[config.mk]
export PLATFORM = sky130hd
export DESIGN_NAME = bod_job_fifo
export DESIGN_NICKNAME = d
export VERILOG_FILES = /design/src/hdl/bod_pkg.sv /design/src/hdl/bod_job_fifo.sv
export VERILOG_INCLUDE_DIRS = /design/src /design/src/hdl
export SDC_FILE = /design/constraint.sdc
export NUM_CORES = 1
export LEC_CHECK = 0
export BUFFER_PORTS_ARGS = -buffer_cell sky130_fd_sc_hd__buf_2
export CORE_AREA = 2 2 76 151
export DETAILED_ROUTE_END_ITERATION = 10
export DIE_AREA = 0 0 78 153
export PLACE_DENSITY = 0.74
export SLEW_MARGIN = 0
export SYNTH_ARGS = -nofsm -noshare
export SYNTH_HDL_FRONTEND = slang
export SYNTH_SLANG_ARGS = --single-unit
[constraint.sdc]
create_clock -name clk -period 2.5 [get_ports clk]
set_input_delay 0.5 -clock clk [delete_from_list [all_inputs] [get_ports clk]]
set_output_delay 0.5 -clock clk [all_outputs]
set_load 0.01 [all_outputs]
[src/hdl/assert_macros.svh]
// Assertion helpers for the burst onset detector.
// Both macros compile to nothing when SYNTHESIS is defined.
`ifndef ASSERT_MACROS_SVH
`define ASSERT_MACROS_SVH

`ifndef SYNTHESIS

// A property that must hold at every clock edge outside reset.
`define BOD_ASSERT(name, clk_sig, rst_sig, prop) \
  name: assert property (@(posedge clk_sig) disable iff (rst_sig) prop) \
    else $error("assertion failed");

// A condition that must never be true outside reset.
`define BOD_NEVER(name, clk_sig, rst_sig, cond) \
  name: assert property (@(posedge clk_sig) disable iff (rst_sig) !(cond)) \
    else $error("forbidden condition seen");

`else

`define BOD_ASSERT(name, clk_sig, rst_sig, prop)
`define BOD_NEVER(name, clk_sig, rst_sig, cond)

`endif

`endif

[src/hdl/bod_pkg.sv]
`default_nettype none

package bod_pkg;

  localparam int SAMPLE_W   = 24;  // sample and magnitude width
  localparam int IDX_W      = 20;  // sample counter width
  localparam int FILL_W     = 17;  // holds a window length up to 65536
  localparam int LEN_W      = 20;  // width used to clamp the window length
  localparam int START_W    = 25;  // first start plus slot times period
  localparam int SLOT_OUT_W = 3;
  localparam int ONSET_W    = 21;
  localparam int REL_W      = 16;
  localparam int PROD_W     = SAMPLE_W + REL_W;
  localparam int CFG_IDX_W  = 3;
  localparam int CFG_DATA_W = 24;

  localparam logic [IDX_W-1:0]   COUNTER_MAX = '1;
  localparam logic [ONSET_W-1:0] ONSET_NONE  = '1;

  typedef enum logic [CFG_IDX_W-1:0] {
    REG_FIRST_START,
    REG_PERIOD,
    REG_LENGTH,
    REG_REL,
    REG_MIN
  } reg_index_t;

  typedef enum logic [1:0] {
    PH_WAIT,
    PH_OPEN,
    PH_IDLE
  } phase_t;

  typedef enum logic [2:0] {
    BK_IDLE,
    BK_MUL,
    BK_THR,
    BK_SCAN,
    BK_EMIT,
    BK_FLUSH
  } back_state_t;

  typedef struct packed {
    logic [IDX_W-1:0]    first_start;
    logic [IDX_W-1:0]    period;
    logic [FILL_W-1:0]   length;
    logic [REL_W-1:0]    rel;
    logic [SAMPLE_W-1:0] min_thr;
  } cfg_t;

  // One unit of back-end work: an optional closed window to scan, then an
  // optional run of empty results up to the last slot.
  typedef struct packed {
    logic                  has_window;
    logic                  flush;
    logic [SLOT_OUT_W-1:0] slot;
    logic [IDX_W-1:0]      base;
    logic [FILL_W-1:0]     fill;
    logic [SAMPLE_W-1:0]   peak;
  } job_t;

endpackage

`default_nettype wire

[src/hdl/bod_job_fifo.sv]
`default_nettype none
`include "assert_macros.svh"

module bod_job_fifo #(
  parameter int DEPTH = 2
) (
  input  wire logic          clk,
  input  wire logic          rst,
  input  wire logic          push,
  input  wire bod_pkg::job_t push_data,
  output logic               full,
  input  wire logic          pop,
  output bod_pkg::job_t      pop_data,
  output logic               empty
);

  localparam int PTR_W = (DEPTH > 1) ? $clog2(DEPTH) : 1;
  localparam int CNT_W = $clog2(DEPTH + 1);
  localparam logic [PTR_W-1:0] LAST_PTR = PTR_W'(DEPTH - 1);

  bod_pkg::job_t     entries [DEPTH];
  logic [PTR_W-1:0]  wr_ptr, rd_ptr;
  logic [CNT_W-1:0]  count;
  logic              do_push, do_pop;

  assign full     = (count == CNT_W'(DEPTH));
  assign empty    = (count == '0);
  assign do_push  = push && !full;
  assign do_pop   = pop && !empty;
  assign pop_data = entries[rd_ptr];

  always_ff @(posedge clk) begin
    if (do_push) begin
      entries[wr_ptr] <= push_data;
    end
  end

  always_ff @(posedge clk) begin
    if (rst) begin
      wr_ptr <= '0;
      rd_ptr <= '0;
      count  <= '0;
    end else begin
      if (do_push) begin
        wr_ptr <= (wr_ptr == LAST_PTR) ? '0 : wr_ptr + 1'b1;
      end
      if (do_pop) begin
        rd_ptr <= (rd_ptr == LAST_PTR) ? '0 : rd_ptr + 1'b1;
      end
      if (do_push && !do_pop) begin
        count <= count + 1'b1;
      end else if (do_pop && !do_push) begin
        count <= count - 1'b1;
      end
    end
  end

  `BOD_NEVER(a_pop_when_empty, clk, rst, pop && empty)

endmodule

`default_nettype wire

==> reports/metrics.csv <==
stage;metric;value;unit
outcome;status;finished clean;
clock_network;clock_path_buffers;2;
power_and_ir_drop;p_clk_share;37.5;%
grt;gr-usage-met2;31.8;%
detailed_routing;finalWirelength;9.22;mm
power_and_ir_drop;seq_power_share;41.2;%
clock_network;ctsResizeCount;0;
clock_network;worstSkewPairLatency;0.40;ns
timing;grt_setup_unrepaired;no;
timing;final.setup_skew;0.00910;ns
final_layout;finalNonFillerCells;537;
detailed_routing;wire_per_inst;17.2;µm
final_layout;drive_gt1_share;61.0;%
placement;routabilityCongestion;0.768;
placement;portBuffers;137;
logic_synthesis;ys_warn_count;0;
timing;worst_pin_slew;0.555;ns
clock_network;cts.sinks;137;
power_and_ir_drop;intPower;5.52;mW
placement;dp.cells;506;
timing;fin_ws;0.213;ns
clock_network;cts_max_level;4;
placement;post-place-ws;0.584;ns
timing;setup-violations-final;0;
grt;grt_max_degree;42;
worst_setup_path;cp-end-kind;primary output;
logic_synthesis;synthDistinctLibCells;15;
timing;setup_tns;0;ns
detailed_routing;via_per_inst;4.86;
final_layout;num-nets-final;456;
final_layout;layout_common_cells;137 x buf_2, 132 x edfxtp_1, 66 x mux2_2;
worst_setup_path;arrival;1.79;ns
timing;timing.fmax;0.437;GHz
logic_synthesis;ys_ff_latch;137;
power_and_ir_drop;switchingPower;1.79;mW
grt;top_usage_layer;met2;
floorplan;core;0.0108;mm²
logic_synthesis;netlist_instances;230;
floorplan;start_util;46.1;%
final_layout;synthToLayoutAreaGrowth;31.2;%
power_and_ir_drop;combPwrFrac;21.3;%
worst_setup_path;crit_fanout;27;
worst_setup_path;slowest_stage;dfxtp_2;
logic_synthesis;synth_area;0.00499;mm²
grt;grt_pass1_wl;14.0;mm
detailed_routing;route.detailed.drc;0;
detailed_routing;dr.pass1.iters;4;
grt;met3_usage;5.08;%
grt;grt_usage;16.0;%
power_and_ir_drop;powerDensity;1120;mW/mm²
clock_network;cts_setup_buffers;0;
detailed_routing;drt_iter0_drc;144;
floorplan;rows;54;
floorplan;io_pins;138;
floorplan;fp.dieArea;0.0119;mm²
power_and_ir_drop;cellLeakagePower;2.47;nW
placement;place_hpwl;6.25;mm
final_layout;layout_commonest_cell;buf_2;
power_and_ir_drop;p_sw_share;24.5;%
detailed_routing;ant_nets;0;
worst_setup_path;worst-setup-path-type;reg -> out;
floorplan;die_h;153;µm
worst_setup_path;cpPeakStageDelay;0.61;ns
worst_setup_path;cp.required;2.00;ns
timing;finalHoldViolations;0;
hold_path;hold_path.class;in -> reg;
final_layout;antenna_cells;0;
grt;gr-usage-met1;13.3;%
logic_synthesis;syn_nets;301;
clock_network;cts_tree;yes;
power_and_ir_drop;peakVddDrop;704;µV
logic_synthesis;syn_area_per_cell;21.7;µm²
timing;min_period;2.29;ns
timing;hold_slack;0.287;ns
detailed_routing;via_count;2609;
grt;overflow;0;
timing;slew_headroom;63.0;%
worst_setup_path;cp-start-kind;register;
clock_network;postCtsHoldBufs;0;
grt;grt_pass1_vias;2842;
clock_network;cts-root-buf;clkbuf_16;
logic_synthesis;synth_top_area_share;79.5;%
grt;antenna_found_initial;1;
floorplan;fp.dieW;78;µm
worst_setup_path;critical_path.cell_chain;buf_12 > mux2_2 > buf_2;
logic_synthesis;synthTopCellsByArea;edfxtp_1 79%, mux2_2 15%, dfxtp_1 2.0%;
timing;final_max_slew_viol_count;0;
clock_network;cts.reportedPaths.clkPinSlew;0.06;ns
logic_synthesis;ys_seq_area_share;81.5;%
flow_run;maxCapViolCount;0;
logic_synthesis;synth_area_leader_cell;edfxtp_1;
clock_network;cts_made_buffers;17;
timing;min_period_over_period;91.5;%
[Yosys cell counts]
cell      count
edfxtp_1    132
mux2_2       66
dfxtp_1       5
nor2_1        5
buf_6         4
o21ai_0       3
xor2_1        3
a21oi_1       2
buf_2         2
inv_1         2
or3_1         2
and2_1        1
buf_4         1
ha_1          1
nor2b_2       1
[cell families (layout without fill, tap and decap cells)]
kind of cell    Yosys count  count (layout)  share of synthesized area (%)
fa+ha+maj                 1               1                          0.251
simple gates              9               9                          0.928
compound gates            5               5                          0.502
xor+xnor                  3               3                          0.527
mux                      66              66                           14.9
flops                   137             137                           81.5
buf+inv                   9             176                           1.40
[critical path: cells and delay by family, from the launching register on]
family	cells	cell delay, ns
multiplexers	1	0.37
flip-flops	1	0.61
buffers and inverters	2	0.40
[final timing paths]
check                startpoint             end  slack (ns)  depth (start not counted)
hold / removal    push_data[38]  entries[1][38]        0.29                          1
setup / recovery       register     pop_data[6]        0.21                          3
setup reg to reg       count[0]  entries[1][40]        0.79                          4
hold reg to reg          wr_ptr          wr_ptr        0.49                          2
[state kept, by name, summed over array words and instances (netlist names), named ones only]
signal / cells
count: 2
wr_ptr: 1
entries: 132
rd_ptr: 1
[power groups by stage]
stage          sequential [mW]  combinational, mW  clock, mW
2_1_floorplan             3.00               1.02          0
3_3_place_gp              3.04               1.56          0
3_5_place_dp              3.06               1.58          0
4_1_cts                   3.02               1.59       2.79
5_1_grt                   3.04               1.68       2.89
6_report                  3.01               1.56       2.74
[per-stage QoR]
step                      cell area (µm²)  utilization, %  power, mW
after CTS                            6540            60.5       7.40
after global placement               5890            54.5       4.60
after global routing                 6540            60.5       7.61
after detailed placement             5890            54.5       4.64
after floorplan                      4990               -       4.02
final                                6540            60.5       7.31
[area by class of cell]
type / count / area, µm²
Fill cell: 833 / 4270
Timing Repair Buffer: 143 / 781
Clock buffer: 19 / 433
Tap cell: 140 / 175
Clock inverter: 12 / 224
Sequential cell: 137 / 4070
Multi-Input combinational cell: 84 / 855
Inverter: 2 / 11.3
[metal layers]
| metal | up-vias | wire length, µm |
|---|---|---|
| li1 | 1214 | - |
| met1 | 1296 | 3020 |
| met2 | 84 | 5590 |
| met3 | 13 | 382 |
| met4 | 2 | 212 |
| met5 | - | 13 |
Note: power is estimated with default switching activity, not from simulation.
