[src/hdl/assert_macros.svh]
// Assertion helpers for the burst onset detector.
// Both macros compile to nothing when SYNTHESIS is defined.
`ifndef ASSERT_MACROS_SVH
`define ASSERT_MACROS_SVH

`ifndef SYNTHESIS

// A property that must hold at every clock edge outside reset.
`define BOD_ASSERT(name, clk_sig, rst_sig, prop) \
  name: assert property (@(posedge clk_sig) disable iff (rst_sig) prop) \
    else $error("assertion failed");

// A condition that must never be true outside reset.
`define BOD_NEVER(name, clk_sig, rst_sig, cond) \
  name: assert property (@(posedge clk_sig) disable iff (rst_sig) !(cond)) \
    else $error("forbidden condition seen");

`else

`define BOD_ASSERT(name, clk_sig, rst_sig, prop)
`define BOD_NEVER(name, clk_sig, rst_sig, cond)

`endif

`endif

[src/hdl/bod_pkg.sv]
`default_nettype none

package bod_pkg;

  localparam int SAMPLE_W   = 24;  // sample and magnitude width
  localparam int IDX_W      = 20;  // sample counter width
  localparam int FILL_W     = 17;  // holds a window length up to 65536
  localparam int LEN_W      = 20;  // width used to clamp the window length
  localparam int START_W    = 25;  // first start plus slot times period
  localparam int SLOT_OUT_W = 3;
  localparam int ONSET_W    = 21;
  localparam int REL_W      = 16;
  localparam int PROD_W     = SAMPLE_W + REL_W;
  localparam int CFG_IDX_W  = 3;
  localparam int CFG_DATA_W = 24;

  localparam logic [IDX_W-1:0]   COUNTER_MAX = '1;
  localparam logic [ONSET_W-1:0] ONSET_NONE  = '1;

  typedef enum logic [CFG_IDX_W-1:0] {
    REG_FIRST_START,
    REG_PERIOD,
    REG_LENGTH,
    REG_REL,
    REG_MIN
  } reg_index_t;

  typedef enum logic [1:0] {
    PH_WAIT,
    PH_OPEN,
    PH_IDLE
  } phase_t;

  typedef enum logic [2:0] {
    BK_IDLE,
    BK_MUL,
    BK_THR,
    BK_SCAN,
    BK_EMIT,
    BK_FLUSH
  } back_state_t;

  typedef struct packed {
    logic [IDX_W-1:0]    first_start;
    logic [IDX_W-1:0]    period;
    logic [FILL_W-1:0]   length;
    logic [REL_W-1:0]    rel;
    logic [SAMPLE_W-1:0] min_thr;
  } cfg_t;

  // One unit of back-end work: an optional closed window to scan, then an
  // optional run of empty results up to the last slot.
  typedef struct packed {
    logic                  has_window;
    logic                  flush;
    logic [SLOT_OUT_W-1:0] slot;
    logic [IDX_W-1:0]      base;
    logic [FILL_W-1:0]     fill;
    logic [SAMPLE_W-1:0]   peak;
  } job_t;

endpackage

`default_nettype wire

[src/hdl/bod_back.sv]
`default_nettype none
`include "assert_macros.svh"

module bod_back #(
  parameter int WINDOW_DEPTH = 65536,
  parameter int BURST_SLOTS  = 3
) (
  input  wire logic                                clk,
  input  wire logic                                rst,
  input  wire bod_pkg::cfg_t                       cfg,
  input  wire logic                                job_empty,
  input  wire bod_pkg::job_t                       job_data,
  output logic                                     job_pop,
  output logic                                     busy,
  output logic [$clog2(WINDOW_DEPTH)-1:0]          ram_raddr,
  input  wire logic [bod_pkg::SAMPLE_W-1:0]        ram_rdata,
  output logic                                     out_valid,
  input  wire logic                                out_ready,
  output logic [bod_pkg::SLOT_OUT_W-1:0]           out_slot,
  output logic [bod_pkg::ONSET_W-1:0]              out_onset,
  output logic                                     out_last
);

  localparam int ADDR_W   = $clog2(WINDOW_DEPTH);
  localparam int SAMPLE_W = bod_pkg::SAMPLE_W;
  localparam int FILL_W   = bod_pkg::FILL_W;
  localparam int SLOT_O_W = bod_pkg::SLOT_OUT_W;
  localparam int ONSET_W  = bod_pkg::ONSET_W;
  localparam int PROD_W   = bod_pkg::PROD_W;
  localparam int REL_W    = bod_pkg::REL_W;
  localparam logic [SLOT_O_W-1:0] LAST_SLOT = SLOT_O_W'(BURST_SLOTS - 1);

  bod_pkg::back_state_t state, state_next;
  bod_pkg::job_t        job;
  logic [PROD_W-1:0]    prod;
  logic [SAMPLE_W-1:0]  thr, rel_thr;
  logic [FILL_W-1:0]    issue_idx, pend_idx;
  logic                 pend;
  logic [ONSET_W-1:0]   onset;
  logic [SLOT_O_W-1:0]  fslot;
  logic                 out_free, issue, hit, scan_done, load;

  assign out_free = !out_valid || out_ready;
  assign rel_thr  = prod[PROD_W-1:REL_W];

  // Next state.
  always_comb begin
    state_next = state;
    case (state)
      bod_pkg::BK_IDLE: begin
        if (!job_empty) begin
          state_next = job_data.has_window ? bod_pkg::BK_MUL : bod_pkg::BK_FLUSH;
        end
      end
      bod_pkg::BK_MUL: begin
        state_next = (job.peak < cfg.min_thr) ? bod_pkg::BK_EMIT : bod_pkg::BK_THR;
      end
      bod_pkg::BK_THR: begin
        state_next = bod_pkg::BK_SCAN;
      end
      bod_pkg::BK_SCAN: begin
        if (hit || scan_done) begin
          state_next = bod_pkg::BK_EMIT;
        end
      end
      bod_pkg::BK_EMIT: begin
        if (out_free) begin
          state_next = job.flush ? bod_pkg::BK_FLUSH : bod_pkg::BK_IDLE;
        end
      end
      bod_pkg::BK_FLUSH: begin
        if (out_free && (fslot == LAST_SLOT)) begin
          state_next = bod_pkg::BK_IDLE;
        end
      end
      default: begin
        state_next = bod_pkg::BK_IDLE;
      end
    endcase
  end

  // Outputs of the sequencer. Buffer data arrives in the cycle after its
  // address, so pend marks that ram_rdata belongs to entry pend_idx.
  always_comb begin
    job_pop   = (state == bod_pkg::BK_IDLE) && !job_empty;
    busy      = (state != bod_pkg::BK_IDLE);
    issue     = (state == bod_pkg::BK_SCAN) && (issue_idx < job.fill);
    hit       = (state == bod_pkg::BK_SCAN) && pend && (ram_rdata >= thr);
    scan_done = (state == bod_pkg::BK_SCAN) && !pend && !(issue_idx < job.fill);
    ram_raddr = ADDR_W'(issue_idx);
    load      = out_free && ((state == bod_pkg::BK_EMIT) || (state == bod_pkg::BK_FLUSH));
  end

  always_ff @(posedge clk) begin
    case (state)
      bod_pkg::BK_IDLE: begin
        if (job_pop) begin
          job   <= job_data;
          fslot <= job_data.slot;
        end
      end
      bod_pkg::BK_MUL: begin
        prod  <= PROD_W'(job.peak) * PROD_W'(cfg.rel);
        onset <= bod_pkg::ONSET_NONE;
      end
      bod_pkg::BK_THR: begin
        thr       <= (rel_thr > cfg.min_thr) ? rel_thr : cfg.min_thr;
        issue_idx <= '0;
        pend      <= 1'b0;
      end
      bod_pkg::BK_SCAN: begin
        pend <= issue;
        if (issue) begin
          issue_idx <= issue_idx + 1'b1;
          pend_idx  <= issue_idx;
        end
        if (hit) begin
          onset <= ONSET_W'(job.base) + ONSET_W'(pend_idx);
        end
      end
      bod_pkg::BK_EMIT: begin
        if (out_free) begin
          fslot <= job.slot + 1'b1;
        end
      end
      bod_pkg::BK_FLUSH: begin
        if (out_free) begin
          fslot <= fslot + 1'b1;
        end
      end
      default: begin
      end
    endcase
  end

  // Result register: the next result can be prepared while this one waits.
  always_ff @(posedge clk) begin
    if (load) begin
      if (state == bod_pkg::BK_EMIT) begin
        out_slot  <= job.slot;
        out_onset <= onset;
        out_last  <= (job.slot == LAST_SLOT);
      end else begin
        out_slot  <= fslot;
        out_onset <= bod_pkg::ONSET_NONE;
        out_last  <= (fslot == LAST_SLOT);
      end
    end
  end

  always_ff @(posedge clk) begin
    if (rst) begin
      state     <= bod_pkg::BK_IDLE;
      out_valid <= 1'b0;
    end else begin
      state <= state_next;
      if (load) begin
        out_valid <= 1'b1;
      end else if (out_ready) begin
        out_valid <= 1'b0;
      end
    end
  end

  `BOD_ASSERT(a_read_in_window, clk, rst, (state == bod_pkg::BK_SCAN && pend) |-> (pend_idx < job.fill))

endmodule

`default_nettype wire

[config.mk]
export PLATFORM = sky130hd
export DESIGN_NAME = bod_back
export DESIGN_NICKNAME = d
export VERILOG_FILES = /design/src/hdl/bod_pkg.sv /design/src/hdl/bod_back.sv
export VERILOG_INCLUDE_DIRS = /design/src /design/src/hdl
export SDC_FILE = /design/constraint.sdc
export NUM_CORES = 1
export LEC_CHECK = 0
export BUFFER_PORTS_ARGS = -buffer_cell sky130_fd_sc_hd__buf_2
export CORE_MARGIN = 2
export CORE_UTILIZATION = 30
export DETAILED_ROUTE_END_ITERATION = 10
export PLACE_DENSITY = 0.48
export SLEW_MARGIN = 20
export SYNTH_ARGS = -nofsm -noshare
export SYNTH_HDL_FRONTEND = slang
export SYNTH_SLANG_ARGS = --single-unit
[constraint.sdc]
create_clock -name clk -period 6.4 [get_ports clk]
set_clock_uncertainty 0.05 [all_clocks]
set_input_delay 0 -clock clk [delete_from_list [all_inputs] [get_ports clk]]
set_output_delay 0 -clock clk [all_outputs]
set_load 0.005 [all_outputs]
==> qor.yml <==
sta:
  rsz0062_at_grt: "yes"
  setup_viol: 0
  final-max-slew-violation-count: 0
  max_slew_margin: 0.386
  fin_crit_sh: 0.974
  hold_viol: 0
  worst_pin_slew_ps: 922
  timing.final.ws_setup_ps: 165
  fmax_mhz: 160
  period_needed_ps: 6230
detailed_routing:
  via_per_inst: 4.58
  vias: 16000
  dr.pass1.iters: 5
  antenna_left: 0
  drc: 0
  post_drt_wl_per_cell_microns: 17.8
  drt_iter0_markers: 807
  routed_wl_microns: 62000
clock_tree:
  path_clk_slew_ps: 70
  clockBufferDepth: 3
  htreeDepth: 1
  root_buffer: "clkbuf_16"
  cts_tree: "done"
  clk_latency_ps: 550
  cts.sinks: 201
  cts_buffers: 24
critical_path:
  r2r_end: "prod[39]"
  endpoint_kind: "flop"
  crit_path_max_incr_delay_ps: 610
  cp-startpoint: "job[11]"
  worst-path-max-fanout: 9
  rrSetupSlack_ps: 170
  path_cells: "buf_12 > buf_12 > and2_4 > fa_1 > fa_1 > fa_1 > fa_1 > fa_1 > inv_1 > fa_1 > inv_2 > ha_4 > buf_4 > nand4_1 > nor2_2 > nand2_1 > a211oi_2 > buf_4 > o21ai_4 > o211ai_1 > a31o_2 > a21oi_2 > xnor2_1"
  critPathKind: "flop to flop"
  crit_top_cell: "fa_1"
  critPathLaunchType: "flop"
  cp.required_ps: 6630
  r2r_start: "job[11]"
  rr_worst_depth: 23
  slowest_stage: "fa_1"
  arrival_ps: 6470
logic_synthesis:
  yosysUniqueCellTypes: 59
  synth-edff-count: 197
  synth_seq_cells: 201
  synthesis.area_sq_um: 22100
  synthTopCellsByArea: "fa_1 (28%), edfxtp_1 (27%), ha_1 (12%), inv_1 (7.3%), and2_1 (4.9%)"
  syn-num-nets: 2859
  synth_warnings: 0
  netlist_instances: 2147
  synth-main-ff-cell: "edfxtp_1"
  yosysTopAreaCell: "fa_1"
  synthArstFlopShare: 0
  yosysTopAreaCellShare: 0.277
  yosysMostFrequentCell: "inv_1"
  ys_top_cells_by_count: "inv_1 (430), fa_1 (306), nand2_1 (261)"
  syn_avg_cell_area_sq_um: 10.3
  ys_seq_area_frac: 0.271
final_layout:
  nFillCells: 7197
  drive_gt1_frac: 0.178
  fin_area_sq_um: 27200
  area_growth_pct: 23.1
  final_nets: 3222
grt:
  grt_pass1_wl_microns: 95800
  grt_pass1_vias: 17100
  antenna_found_initial: 7
  gr-total-overflow: 0
  track_usage: 0.164
  grt_max_degree: 50
placement:
  dpl.hpwl_microns: 50100
  port_buffers: 177
  globalplace.congestion: 0.834
  dp_worst_setup_slack_ps: -184
  placed_cell_area_sq_um: 25000
hold_path:
  min-delay-start: "job_data[1]"
  whs_path_depth: 2
  worst_hold_path.endpoint: "job[1]"
  hold_class: "input pin to flop"
floorplan:
  die_y_microns: 276
  initial_core_util: 0.303
  dieArea_sq_um: 75900
  row_count: 99
  fp.dieW_microns: 276
  coreArea_sq_um: 73000
  ios: 235
status:
  run_status: "completed"
flow_run:
  maxCapViolCount: 0
-- per-layer routing --
metal	GRT usage	vias up	share of wire
met5	0	-	0.00042
met4	0.0526	4	0.030
met3	0.0148	89	0.044
met2	0.282	356	0.48
met1	0.217	7993	0.44
li1	-	7554	-
-- timing repair --
item / CTS / global route
hold buffers: 94 / 0
hold endpoints to repair: 113 / 0
buffers inserted: 2 / 21
pin swaps: 11 / 33
gates resized for setup: 8 / 51
endpoints found under the setup margin: 8 / 13
-- registers in the layout, summed over array words and instances (netlist names) --
name,flops
fslot,3
job,65
out_onset,21
prod,24
out_valid,1
thr,24
state,3
pend,1
onset,21
issue_idx,17
out_last,1
pend_idx,17
out_slot,3
-- area by class of cell --
class	instances	area (sq um)	share of cell area
sequential	201	6000	0.220
inverter	430	1610	0.0593
tap	959	1200	0.0441
clock buffer	25	604	0.0222
multi-input combinational	1427	14300	0.525
timing repair buffer	426	3250	0.119
antenna	5	12.5	0.000459
clock inverter	18	255	0.00937
-- per-stage QoR --
stage / hold slack (ps) / utilization / setup TNS, ps / instances
after global placement: 127 / 0.343 / -510 / 3328
after floorplan: 19.1 / - / 0 / 2147
after detailed placement: 128 / 0.343 / -474 / 3328
final: 105 / 0.373 / 0 / 3491
after CTS: 85.1 / 0.369 / 0 / 3467
after global routing: 106 / 0.373 / -115 / 3490
-- how the worst max path moves through the flow --
| stage | endpoint | slack, ps | cells after the start |
|---|---|---|---|
| after global routing | prod[39] | -90 | 24 |
| after CTS | prod[39] | 1 | 23 |
| final | prod[39] | 170 | 23 |
| after floorplan | prod[32] | 140 | 21 |
| after detailed placement | prod[36] | -180 | 24 |
| after global placement | prod[39] | -210 | 24 |
-- critical path, delay by kind of cell, from the launching register on --
kind / cells / cell delay, ps
fa+ha+maj: 7 / 3410
compound gates: 5 / 780
buf+inv: 6 / 730
simple gates: 4 / 450
flops: 1 / 420
xor+xnor: 1 / 110
-- layout by cell type (no fill, tap or decap), types with 5 or more instances in the layout --
cell and n:
nor2b_1 8, buf_2 177, o211ai_1 6, and2_1 167, diode_2 5, nor2_1 55, mux2_2 10, xnor2_1 24
and2_4 5, o21ai_0 33, mux2_4 20, dlygate4sd3_1 94, nand2b_1 14, ha_1 210, xor2_1 30, ha_4 5
or3_1 23, bufinv_16 6, buf_12 18, a21oi_2 8, inv_1 428, nand3_1 24, buf_4 127, nor3_1 19
clkinv_1 5, and3_1 9, edfxtp_1 197, o21a_1 14, a21o_1 41, a21oi_1 38, fa_1 302, buf_6 9
nand4_1 22, nand2_1 260, clkbuf_16 24
-- kinds of logic (layout without fill, tap and decap cells) --
logic type | count (synthesis) | in the layout | synth area share
AOI/OAI and AO/OA | 193 | 193 | 0.0575
xor gates and xnor gates | 54 | 54 | 0.0214
adders and majority gates | 521 | 521 | 0.398
buffers and inverters | 519 | 899 | 0.0926
DFF | 201 | 201 | 0.271
muxes | 31 | 31 | 0.0191
other | 0 | 5 | 0
and+or+nand+nor | 628 | 628 | 0.140
Power is left out: the tool's default activity adds up to more than one toggle a clock period on the data nets, which glitch-free logic cannot reach.
