--- config.mk ---
export PLATFORM = sky130hd
export DESIGN_NAME = bod_front
export DESIGN_NICKNAME = d
export VERILOG_FILES = /design/src/hdl/bod_pkg.sv /design/src/hdl/bod_front.sv
export VERILOG_INCLUDE_DIRS = /design/src /design/src/hdl
export SDC_FILE = /design/constraint.sdc
export NUM_CORES = 1
export LEC_CHECK = 0
export BUFFER_PORTS_ARGS = -buffer_cell sky130_fd_sc_hd__buf_2
export CORE_MARGIN = 1.5
export CORE_UTILIZATION = 55
export DETAILED_ROUTE_END_ITERATION = 8
export PLACE_DENSITY = 0.89
export SYNTH_ARGS = -nofsm -noshare
export SYNTH_HDL_FRONTEND = slang
export SYNTH_SLANG_ARGS = --single-unit
--- constraint.sdc ---
create_clock -name clk -period 14.65 [get_ports clk]
set_clock_uncertainty 0.2 [all_clocks]
set_input_delay 1.465 -clock clk [delete_from_list [all_inputs] [get_ports clk]]
set_output_delay 1.465 -clock clk [all_outputs]
set_load 0.005 [all_outputs]
--- src/hdl/assert_macros.svh ---
// Assertion helpers for the burst onset detector.
// Both macros compile to nothing when SYNTHESIS is defined.
`ifndef ASSERT_MACROS_SVH
`define ASSERT_MACROS_SVH

`ifndef SYNTHESIS

// A property that must hold at every clock edge outside reset.
`define BOD_ASSERT(name, clk_sig, rst_sig, prop) \
  name: assert property (@(posedge clk_sig) disable iff (rst_sig) prop) \
    else $error("assertion failed");

// A condition that must never be true outside reset.
`define BOD_NEVER(name, clk_sig, rst_sig, cond) \
  name: assert property (@(posedge clk_sig) disable iff (rst_sig) !(cond)) \
    else $error("forbidden condition seen");

`else

`define BOD_ASSERT(name, clk_sig, rst_sig, prop)
`define BOD_NEVER(name, clk_sig, rst_sig, cond)

`endif

`endif

--- src/hdl/bod_pkg.sv ---
`default_nettype none

package bod_pkg;

  localparam int SAMPLE_W   = 24;  // sample and magnitude width
  localparam int IDX_W      = 20;  // sample counter width
  localparam int FILL_W     = 17;  // holds a window length up to 65536
  localparam int LEN_W      = 20;  // width used to clamp the window length
  localparam int START_W    = 25;  // first start plus slot times period
  localparam int SLOT_OUT_W = 3;
  localparam int ONSET_W    = 21;
  localparam int REL_W      = 16;
  localparam int PROD_W     = SAMPLE_W + REL_W;
  localparam int CFG_IDX_W  = 3;
  localparam int CFG_DATA_W = 24;

  localparam logic [IDX_W-1:0]   COUNTER_MAX = '1;
  localparam logic [ONSET_W-1:0] ONSET_NONE  = '1;

  typedef enum logic [CFG_IDX_W-1:0] {
    REG_FIRST_START,
    REG_PERIOD,
    REG_LENGTH,
    REG_REL,
    REG_MIN
  } reg_index_t;

  typedef enum logic [1:0] {
    PH_WAIT,
    PH_OPEN,
    PH_IDLE
  } phase_t;

  typedef enum logic [2:0] {
    BK_IDLE,
    BK_MUL,
    BK_THR,
    BK_SCAN,
    BK_EMIT,
    BK_FLUSH
  } back_state_t;

  typedef struct packed {
    logic [IDX_W-1:0]    first_start;
    logic [IDX_W-1:0]    period;
    logic [FILL_W-1:0]   length;
    logic [REL_W-1:0]    rel;
    logic [SAMPLE_W-1:0] min_thr;
  } cfg_t;

  // One unit of back-end work: an optional closed window to scan, then an
  // optional run of empty results up to the last slot.
  typedef struct packed {
    logic                  has_window;
    logic                  flush;
    logic [SLOT_OUT_W-1:0] slot;
    logic [IDX_W-1:0]      base;
    logic [FILL_W-1:0]     fill;
    logic [SAMPLE_W-1:0]   peak;
  } job_t;

endpackage

`default_nettype wire

--- src/hdl/bod_front.sv ---
`default_nettype none
`include "assert_macros.svh"

module bod_front #(
  parameter int WINDOW_DEPTH = 65536,
  parameter int BURST_SLOTS  = 3
) (
  input  wire logic                                clk,
  input  wire logic                                rst,
  input  wire bod_pkg::cfg_t                       cfg,
  input  wire logic                                in_valid,
  output logic                                     in_ready,
  input  wire logic signed [bod_pkg::SAMPLE_W-1:0] sample_value,
  input  wire logic                                last_sample,
  input  wire logic                                back_busy,
  input  wire logic                                job_full,
  output logic                                     job_push,
  output bod_pkg::job_t                            job,
  output logic                                     ram_we,
  output logic [$clog2(WINDOW_DEPTH)-1:0]          ram_waddr,
  output logic [bod_pkg::SAMPLE_W-1:0]             ram_wdata
);

  localparam int SLOT_W   = $clog2(BURST_SLOTS + 1);
  localparam int ADDR_W   = $clog2(WINDOW_DEPTH);
  localparam int SAMPLE_W = bod_pkg::SAMPLE_W;
  localparam int IDX_W    = bod_pkg::IDX_W;
  localparam int FILL_W   = bod_pkg::FILL_W;
  localparam int LEN_W    = bod_pkg::LEN_W;
  localparam int START_W  = bod_pkg::START_W;
  localparam int SLOT_O_W = bod_pkg::SLOT_OUT_W;
  localparam logic [SLOT_W-1:0] NUM_SLOTS = SLOT_W'(BURST_SLOTS);
  localparam logic [LEN_W-1:0]  DEPTH_LEN = LEN_W'(WINDOW_DEPTH);

  bod_pkg::phase_t     phase, phase_next;
  logic [SLOT_W-1:0]   slot, slot_next;
  logic [IDX_W-1:0]    counter, counter_next;
  logic [IDX_W-1:0]    base, base_next;
  logic [FILL_W-1:0]   fill, fill_next;
  logic [SAMPLE_W-1:0] peak, peak_next;

  logic [IDX_W-1:0]    per0;
  logic [LEN_W-1:0]    eff_len;
  logic [START_W-1:0]  start;
  logic                opening, open_now, closing, finish, has_window, flush, accept;
  logic [FILL_W-1:0]   fill_cur, fill_new;
  logic [IDX_W-1:0]    base_cur;
  logic [SAMPLE_W-1:0] peak_cur, peak_new, mag;
  logic [SLOT_W-1:0]   slot_w;

  // A period of zero behaves as one.
  assign per0 = (cfg.period == '0) ? IDX_W'(1) : cfg.period;

  always_comb begin
    eff_len = LEN_W'(cfg.length);
    if (eff_len > LEN_W'(per0)) begin
      eff_len = LEN_W'(per0);
    end
    if (eff_len > DEPTH_LEN) begin
      eff_len = DEPTH_LEN;
    end
    if (eff_len == '0) begin
      eff_len = LEN_W'(1);
    end
  end

  assign start = START_W'(cfg.first_start) + START_W'(per0) * START_W'(slot);

  assign opening  = (phase == bod_pkg::PH_WAIT) && (slot < NUM_SLOTS) &&
                    (START_W'(counter) >= start);
  assign open_now = (phase == bod_pkg::PH_OPEN) || opening;
  assign fill_cur = opening ? '0 : fill;
  assign base_cur = opening ? counter : base;
  assign peak_cur = opening ? '0 : peak;

  // Magnitude after sign extension: the most negative code maps to 2^23.
  assign mag      = sample_value[SAMPLE_W-1] ? SAMPLE_W'(-sample_value)
                                             : SAMPLE_W'(sample_value);
  assign peak_new = (mag > peak_cur) ? mag : peak_cur;
  assign fill_new = fill_cur + 1'b1;

  assign closing    = open_now && (LEN_W'(fill_new) >= eff_len);
  assign finish     = last_sample || (counter == bod_pkg::COUNTER_MAX);
  assign has_window = closing || (finish && open_now);
  assign slot_w     = has_window ? slot + 1'b1 : slot;
  assign flush      = finish && (slot_w < NUM_SLOTS);
  assign accept     = in_valid && in_ready;

  // Next state.
  always_comb begin
    phase_next   = phase;
    slot_next    = slot;
    counter_next = counter;
    base_next    = base;
    fill_next    = fill;
    peak_next    = peak;
    if (accept) begin
      base_next = base_cur;
      if (last_sample) begin
        phase_next   = bod_pkg::PH_WAIT;
        slot_next    = '0;
        counter_next = '0;
        fill_next    = '0;
        peak_next    = '0;
      end else if (counter == bod_pkg::COUNTER_MAX) begin
        // Counter has run out: the run is over until a last sample arrives.
        phase_next = bod_pkg::PH_IDLE;
        slot_next  = NUM_SLOTS;
        fill_next  = '0;
        peak_next  = '0;
      end else begin
        if (closing) begin
          slot_next  = slot_w;
          phase_next = (slot_w < NUM_SLOTS) ? bod_pkg::PH_WAIT : bod_pkg::PH_IDLE;
          fill_next  = '0;
          peak_next  = '0;
        end else if (open_now) begin
          phase_next = bod_pkg::PH_OPEN;
          fill_next  = fill_new;
          peak_next  = peak_new;
        end
        if (phase_next != bod_pkg::PH_IDLE) begin
          counter_next = counter + 1'b1;
        end
      end
    end
  end

  // Outputs. A sample that lands in a window waits until the back end is
  // idle and the job queue is empty; any sample waits while the queue is full.
  always_comb begin
    in_ready       = !job_full && !(open_now && back_busy);
    job_push       = accept && (has_window || flush);
    job.has_window = has_window;
    job.flush      = flush;
    job.slot       = SLOT_O_W'(slot);
    job.base       = base_cur;
    job.fill       = fill_new;
    job.peak       = peak_new;
    ram_we         = accept && open_now;
    ram_waddr      = ADDR_W'(fill_cur);
    ram_wdata      = mag;
  end

  always_ff @(posedge clk) begin
    if (rst) begin
      phase   <= bod_pkg::PH_WAIT;
      slot    <= '0;
      counter <= '0;
      fill    <= '0;
      peak    <= '0;
      base    <= '0;
    end else begin
      phase   <= phase_next;
      slot    <= slot_next;
      counter <= counter_next;
      fill    <= fill_next;
      peak    <= peak_next;
      base    <= base_next;
    end
  end

  `BOD_NEVER(a_write_during_scan, clk, rst, ram_we && back_busy)
  `BOD_NEVER(a_push_when_full, clk, rst, job_push && job_full)

endmodule

`default_nettype wire

==> results of run 1 <==
## cell type report
type,count,area (um^2),share of cell area
clock buffers,10,239.0,0.02310
repair buffers,203,1039,0.1004
flip-flops and latches,85,1702,0.1645
multi-input cells,984,6725,0.6501
well taps,216,270.3,0.02612
clock inverters,6,70.07,0.006773
inverters,80,300.3,0.02903
## path summary, 6_finish.rpt
kind | end | slack [ps] | depth (start not counted)
worst max-delay path | job[64] | 2300 | 41
worst min-delay path | base[14] | 300 | 2
worst max register to register | counter[8] | 4580 | 33
worst min register to register | base[14] | 300 | 2
## per-stage QoR
step           cells  hold WS (ps)  instance area (um^2)  setup WS [ps]
3_3_place_gp    1568         279.2                 10040           2612
5_1_grt         1584         316.4                 10340           1628
3_5_place_dp    1568         288.7                 10040           2409
6_report        1584         297.2                 10340           2301
2_1_floorplan   1198         269.0                  8911           3222
4_1_cts         1584         298.2                 10340           2375
## cell usage in the layout, fill, tap and decap left out, drive strengths merged, types with 10 or more instances in the layout
master	count
buf	203
nand2	148
nor2	140
ha	100
dfxtp	85
inv	81
a21oi	62
o21ai	61
and2	57
a22oi	39
xnor2	36
nor3	36
mux2	26
nand4	24
nand3	22
a21o	20
fa	20
o21a	18
or3	16
xor2	15
nor4	13
nand2b	12
o211ai	12
o31ai	10
clkbuf	10
## critical path, delay by kind of cell
family / cells / cell delay, ps
compound gates: 17 / 3720
simple gates: 13 / 2670
fa+ha+maj: 5 / 1520
buf+inv: 5 / 910
xor+xnor: 1 / 390
## report_power, final
| part | internal [W] | switching, W |
|---|---|---|
| clock | 0.000138 | 0.0000954 |
| sequential | 0.000236 | 0.00000242 |
| combinational | 0.0000742 | 0.0000977 |
| total | 0.000448 | 0.000196 |
## logic make-up after synthesis
logic type,synth area share
AND/OR/NAND/NOR,0.2697
AO/OA/AOI/OAI,0.2119
buffers and inverters,0.05757
adder cells (fa/ha/maj),0.1853
flip-flops,0.1910
XOR/XNOR,0.05013
multiplexers,0.03398
other,0.0004208
## flip-flops by register name (all words and copies together) (netlist names)
signal,flops
peak,24
phase,2
counter,20
base,20
fill,17
slot,2
## routing by layer
metal | GRT usage | share of wire
met4 | 0.1092 | 0.025
met3 | 0.04018 | 0.077
met2 | 0.5164 | 0.47
met1 | 0.3823 | 0.42
met5 | 0 | 0
==> out/qor.txt, run 1 <==
vias: 9363
minimum clock period: 12350 ps
critical path class: in2out
Worst Tran Pin Value: 1082 ps
Worst Setup SP: cfg[64]
final-layout fill cell count: 1352
post_cts resized: 0
Lkg Pwr: 4.838 nW
Seq cells post-synth: 85
initial antenna violation count: 0
EDFF count, synth: 0
critical path endpoint category: primary output
Final Util: 0.6536
fin crit share: 0.8429
Overflow after GRT: 0
Yosys top cell area share: 0.1910
P&R area growth vs syn: 16.09%
crit start category: primary input
VDD IR max: 0.00006298 V
Root Buffer: clkbuf_16
Post-Syn Area per Cell: 7.438 um^2
total power: 0.0006433 W
slowest stage cell on the critical path: a21oi_1
Hold Crit Class: reg2reg
num rows: 46
worst path required time: 12980 ps
area of the core: 15830 um^2
first-pass GRT wire length: 40.85 mm
post-DR vias/cell: 5.911
TNS Setup: 0 ps
Worst R2R Start: slot[1]
CP arrival: 10680 ps
number of global-route vias before repair: 8455
count of final setup violators: 0
HP Start: base[14]
Synth Warn #: 0
Hold Vio Cnt, Final: 0
Die X: 130.3 um
die area: 16970 um^2
# H-tree levels: 3
Slew headroom: 0.2739
count leader, synth: nand2_1
CTS clk-pin slew, worst paths: 70 ps
top cells by area, synth: dfxtp_1 19%, ha_1 14%, nand2_1 6.2%
Max Cap Viol: 0
IO Port Bufs: 194
CTS Buffer Depth: 2
main flop type after synthesis: dfxtp_1
Antenna diodes: 0
sequential-to-total area share from yosys stat: 0.1910
drt drc: 0
IO Pins: 236
Final #Nets: 1610
dominant cell type by area after synthesis: dfxtp_1
status: complete, no violations
unrepaired setup endpoints after global routing: false
maximum achievable frequency: 80.98 MHz
synthesized area: 8911 um^2
total CTS buffers: 9
postcts setup bufs: 0
drt pass-1 iters: 5
Detailed Route Iter0 Violations: 586
PD cells: 62.19 nW/um^2
layout cells sized above 1: 0.1959
overall routing resource usage: 0.2996
slowest stage delay, CP: 480 ps
crit-path max FO: 56
initial core utilization: 0.5630
CTS tree: done
CTS Sinks: 85
Routability Congestion: 0.9680
routed wire length: 25.87 mm
die height: 130.3 um
max-slew violations: 0
Mapped Cells: 1198
Skew-Pair Late Insertion Delay: 330 ps
Yosys cell types: 70
antenna viol nets, final: 0
routed len/inst: 16.33 um
largest net degree at the start of global routing: 65
Synthesized Nets: 1445
most frequent cells after synthesis: 148 x nand2_1, 140 x nor2_1, 100 x ha_1
# hold bufs at CTS: 0
post-DP HPWL: 20.70 mm
ys async rst share: 0
Note: power is estimated with default switching activity, not from simulation.
==> inputs of run 2 (changes only) <==
CORE_UTILIZATION = 50   (was 55)
PLACE_DENSITY = 0.85   (was 0.89)
clock period = 11.2 ns   (was 14.65 ns; I/O delays follow)
==> run 2 against run 1 <==
Net effect: combinational power rose by 33%; clock-buffer cell count decreased by 1; final area increased by 1.7%; worst setup slack lost 1900 ps; clock power is 24% higher; non-clock buffer count increased by 17.
==> out/qor.txt, run 2 (synthesis gave the netlist of run 1 again) <==
status: complete, no violations
sw power: 0.0002666 W
vias: 9502
CP most frequent cell: o21a_1
maximum achievable frequency: 92.60 MHz
die area: 18630 um^2
Detailed Route Iter0 Violations: 625
initial core utilization: 0.5134
layout cells sized above 1: 0.2173
VDD IR max: 0.00008995 V
count of final setup violators: 0
routed len/inst: 16.80 um
num rows: 48
critical path class: in2out
Worst Tran Pin Value: 1165 ps
fin cells: 1610
Skew-Pair Late Insertion Delay: 350 ps
critical path endpoint category: primary output
Hold Vio Cnt, Final: 0
worst path required time: 9880 ps
overall routing resource usage: 0.2842
CTS clk-pin slew, worst paths: 60 ps
crit start category: primary input
Root Buffer: clkbuf_16
initial antenna violation count: 0
Internal Power: 0.0005610 W
drt drc: 0
Hold Crit Class: reg2reg
drt pass-1 iters: 6
Final Util: 0.6064
total CTS buffers: 9
post-DR vias/cell: 5.902
switching part of the total: 0.3222
Crit path max-delay family: compound AO/OA/AOI/OAI gates
FF+latch area: 1702 um^2
Antenna diodes: 0
die height: 136.5 um
Placement Setup Slack: -20.32 ps
PD cells: 78.64 nW/um^2
CTS Buffer Depth: 2
commonest non-fill, non-tap cells in the layout: 194 x buf_2, 148 x nand2_1, 138 x nor2_1
TNS Setup: 0 ps
worst path bufs/invs: 5
P&R area growth vs syn: 18.11%
crit-path max FO: 5
Reg power frac: 0.377
final-layout fill cell count: 1571
Lkg Pwr: 4.915 nW
multi-input logic area: 6792 um^2
Post-DP Area: 10110 um^2
# hold bufs at CTS: 0
CTS Sinks: 85
CTS tree: done
first-pass GRT wire length: 42.66 mm
routed wire length: 27.05 mm
slowest stage cell on the critical path: or4_4
minimum clock period: 10800 ps
slowest stage delay, CP: 520 ps
post-layout worst setup margin: 401.2 ps
Die X: 136.5 um
# H-tree levels: 3
Design Area, Final: 10530 um^2
Overflow after GRT: 0
antenna viol nets, final: 0
fin crit share: 0.9642
largest registers: peak x24, base x20, counter x20
clock network power share: 0.348
IO Pins: 236
post-DP HPWL: 21.50 mm
Routability Congestion: 0.9519
commonest non-fill, non-tap cell in the layout: buf_2
CP arrival: 9480 ps
number of global-route vias before repair: 8754
area of the core: 17360 um^2
Max Cap Viol: 0
largest net degree at the start of global routing: 65
Slew headroom: 0.2182
max reg flops: 24
placed cells: 1585
Reg with most FFs: peak
IO Port Bufs: 194
Comb pwr share: 0.275
Final #Nets: 1627
max-slew violations: 0
==> run 2: final cells by class <==
type / count / area share
clock buffers: 9 / 0.02140
clock inverters: 7 / 0.005587
inverters: 80 / 0.02853
multi-input cells: 984 / 0.6453
flip-flops and latches: 85 / 0.1617
well taps: 225 / 0.02675
repair buffers: 220 / 0.1108
==> run 2: timing repair <==
| item | 4_1_cts | 5_1_grt |
|---|---|---|
| gates resized for setup | 1 | 19 |
| setup endpoints to repair | 1 | 20 |
| buffers inserted | 0 | 9 |
| pin swaps | 0 | 5 |
==> run 2: layer usage <==
layer	GRT usage	part of all wire	vias up
li1	-	-	4599
met1	0.3622	0.42	4391
met2	0.4796	0.46	439
met3	0.03444	0.078	73
met4	0.1283	0.039	0
met5	0	0	-
==> run 2: worst min-delay path, cell delays in order (launching register included) <==
cell,delay [ps]
dfxtp_1,310
nor2_1,90
nor3_1,50
==> run 2: stage by stage <==
stage	power (W)	hold WS (ps)
finish	0.0008276	294.1
global route	0.0008681	311.7
CTS	0.0008267	298.0
detailed placement	0.0005423	287.7
global placement	0.0005360	279.4
floorplan	0.0004555	269.0
==> run 2: worst paths after layout <==
kind | to | cells after the start | from | slack, ps
min reg2reg | base[6] | 2 | base[6] | 290
min | base[6] | 2 | base[6] | 290
max reg2reg | counter[0] | 35 | slot[1] | 1400
max | job[64] | 45 | cfg[64] | 400
==> run 2: power by group through the flow <==
stage	clock (W)	sequential, W	combinational [W]
2_1_floorplan	0	0.000318	0.000138
3_3_place_gp	0	0.000318	0.000218
3_5_place_dp	0	0.000319	0.000224
4_1_cts	0.000290	0.000312	0.000225
5_1_grt	0.000302	0.000312	0.000253
6_report	0.000288	0.000312	0.000228
==> inputs of run 3 (changes only) <==
ABC_AREA = 1   (was default)
CAP_MARGIN = 20   (was default)
CORE_UTILIZATION = 35   (was 50)
PLACE_DENSITY = 0.65   (was 0.85)
==> run 3 against run 2 <==
Net effect: register-to-register slack improved by 860 ps; non-clock buffer count shrank 15; die area rose by 50%; area after synthesis is 6.1% higher; worst hold slack got worse by 43 ps; critical path type unchanged; global-route usage down 8.3 points; utilization shrank 19 points; critical path depth up 7; largest power group is now clock; cell count increased by 24%; worst setup slack better by 520 ps.
==> out/qor.txt, run 3 <==
Hold Slack: 251.3 ps
critical path endpoint category: primary output
postcts setup bufs: 0
layout cells sized above 1: 0.1644
ys async rst share: 0
largest net degree at the start of global routing: 62
routed wire length: 28.42 mm
CTS clk-pin slew, worst paths: 70 ps
status: complete, no violations
Overflow after GRT: 0
Final #Nets: 1896
P&R area growth vs syn: 15.69%
count leader, synth: nand2_1
commonest non-fill, non-tap cells in the layout: 418 x nand2_1, 194 x buf_2, 186 x inv_1
first-pass GRT wire length: 46.14 mm
count of final setup violators: 0
post-DR vias/cell: 5.085
Routability Congestion: 0.8829
drt drc: 0
antenna viol nets, final: 0
routed len/inst: 14.28 um
top cells by area, synth: dfxtp_1 18%, nand2_1 17%, ha_1 13%
dominant cell type by area after synthesis: dfxtp_1
Worst Tran Pin Value: 1027 ps
CP arrival: 8960 ps
Synthesized Nets: 1740
CP most frequent cell: nand2_1
EDFF count, synth: 0
Slew headroom: 0.3109
worst path required time: 9880 ps
maximum achievable frequency: 97.31 MHz
vias: 10120
unrepaired setup endpoints after global routing: false
IO Pins: 236
sequential-to-total area share from yosys stat: 0.1800
Skew-Pair Late Insertion Delay: 350 ps
# hold bufs at CTS: 0
Hold Crit Class: reg2reg
Yosys top cell area share: 0.1800
CTS tree: done
minimum clock period: 10280 ps
Yosys cell types: 53
drt pass-1 iters: 5
# H-tree levels: 3
slowest stage delay, CP: 510 ps
num rows: 59
slowest stage cell on the critical path: fa_1
overall routing resource usage: 0.2014
CTS Buffer Depth: 2
Root Buffer: clkbuf_16
largest registers: peak x24, base x20, counter x20
Seq cells post-synth: 85
Mapped Cells: 1493
TNS Setup: 0 ps
PD cells: 77.16 nW/um^2
Hold Vio Cnt, Final: 0
VDD IR max: 0.00006797 V
Synth Warn #: 0
placed cells: 1973
Detailed Route Iter0 Violations: 724
Reg with most FFs: peak
initial antenna violation count: 2
max reg flops: 24
area of the core: 26280 um^2
fin crit share: 0.9175
crit-path max FO: 18
CTS Sinks: 85
IO Port Bufs: 194
number of global-route vias before repair: 9221
Max Cap Viol: 0
main flop type after synthesis: dfxtp_1
crit start category: primary input
total CTS buffers: 9
Lkg Pwr: 5.365 nW
initial core utilization: 0.3596
fin cells: 1990
max-slew violations: 0
Die X: 167.3 um
synthesized area: 9452 um^2
critical path class: in2out
post-DP HPWL: 22.45 mm
post_cts resized: 0
die area: 28000 um^2
final-layout fill cell count: 2833
most frequent cells after synthesis: 418 x nand2_1, 186 x inv_1, 117 x a21oi_1
Post-Syn Area per Cell: 6.331 um^2
die height: 167.3 um
commonest non-fill, non-tap cell in the layout: nand2_1
==> run 3: cell types whose count changed in the layout (fill, tap and decap cells not counted), sizes merged, moves of 17 or more <==
| cell | previous run | this run |
|---|---|---|
| a21o | 20 | 2 |
| inv | 83 | 192 |
| nor2 | 140 | 106 |
| mux2 | 26 | 0 |
| and2 | 57 | 2 |
| a21oi | 62 | 127 |
| nand3 | 22 | 117 |
| a22oi | 39 | 0 |
| o21a | 18 | 0 |
| o21ai | 61 | 78 |
| xor2 | 15 | 47 |
| nand2 | 148 | 437 |
| xnor2 | 36 | 17 |
==> run 3: final cells by class <==
type                    instances  area, um^2  share of cell area
clock buffers                   9       225.2             0.02060
repair buffers                205        1054             0.09635
diodes                          1       2.502           0.0002289
multi-input cells            1156        6731              0.6156
well taps                     335       419.2             0.03833
flip-flops and latches         85        1702              0.1556
inverters                     192       720.7             0.06591
clock inverters                 7       80.08            0.007324
==> run 3: path summary, 6_finish.rpt <==
kind | start | endpoint | slack, ps | depth (start not counted)
setup / recovery | cfg[59] | job_push | 920 | 52
hold / removal | base[18] | base[18] | 250 | 2
setup reg to reg | slot[0] | counter[1] | 2260 | 48
hold reg to reg | base[18] | base[18] | 250 | 2
==> run 3: metal layers <==
metal,wire length (um),GRT usage,share of wire
met5,12,0,0.00042
met2,12820,0.3304,0.45
met3,1462,0.02576,0.051
met1,13600,0.2762,0.48
met4,520,0.05758,0.018
==> run 3: worst max-delay path: cells and delay by family <==
family | cells | cell delay [ps]
AND/OR/NAND/NOR | 31 | 3380
adder cells (fa/ha/maj) | 6 | 1970
AO/OA/AOI/OAI | 7 | 1340
buffers and inverters | 6 | 710
XOR/XNOR | 2 | 450
==> run 3: stage by stage <==
| stage | total power [W] | utilization | setup slack, ps | cell area [um^2] |
|---|---|---|---|---|
| floorplan | 0.0004524 | - | 1963 | 9452 |
| global placement | 0.0005323 | 0.4044 | 930.4 | 10630 |
| detailed placement | 0.0005356 | 0.4044 | 899.7 | 10630 |
| CTS | 0.0008534 | 0.4160 | 870.7 | 10930 |
| global route | 0.0008951 | 0.4160 | 151.1 | 10930 |
| finish | 0.0008437 | 0.4161 | 923.9 | 10930 |
==> run 3: cell families after synthesis <==
kind of cell	count (synthesis)	share of synthesized area
AND/OR/NAND/NOR	741	0.3426
buffers and inverters	252	0.1084
AO/OA/AOI/OAI	230	0.1345
adder cells (fa/ha/maj)	120	0.1747
flip-flops	85	0.1800
XOR/XNOR	64	0.05931
other	1	0.0003968
==> run 3: power breakdown <==
group	switching, W	total [W]	internal (W)	leakage (nW)
registers	0.00000215	0.000308	0.000306	0.687
logic	0.000140	0.000221	0.0000815	4.53
clock network	0.000138	0.000314	0.000177	0.149
total	0.000280	0.000844	0.000564	5.36
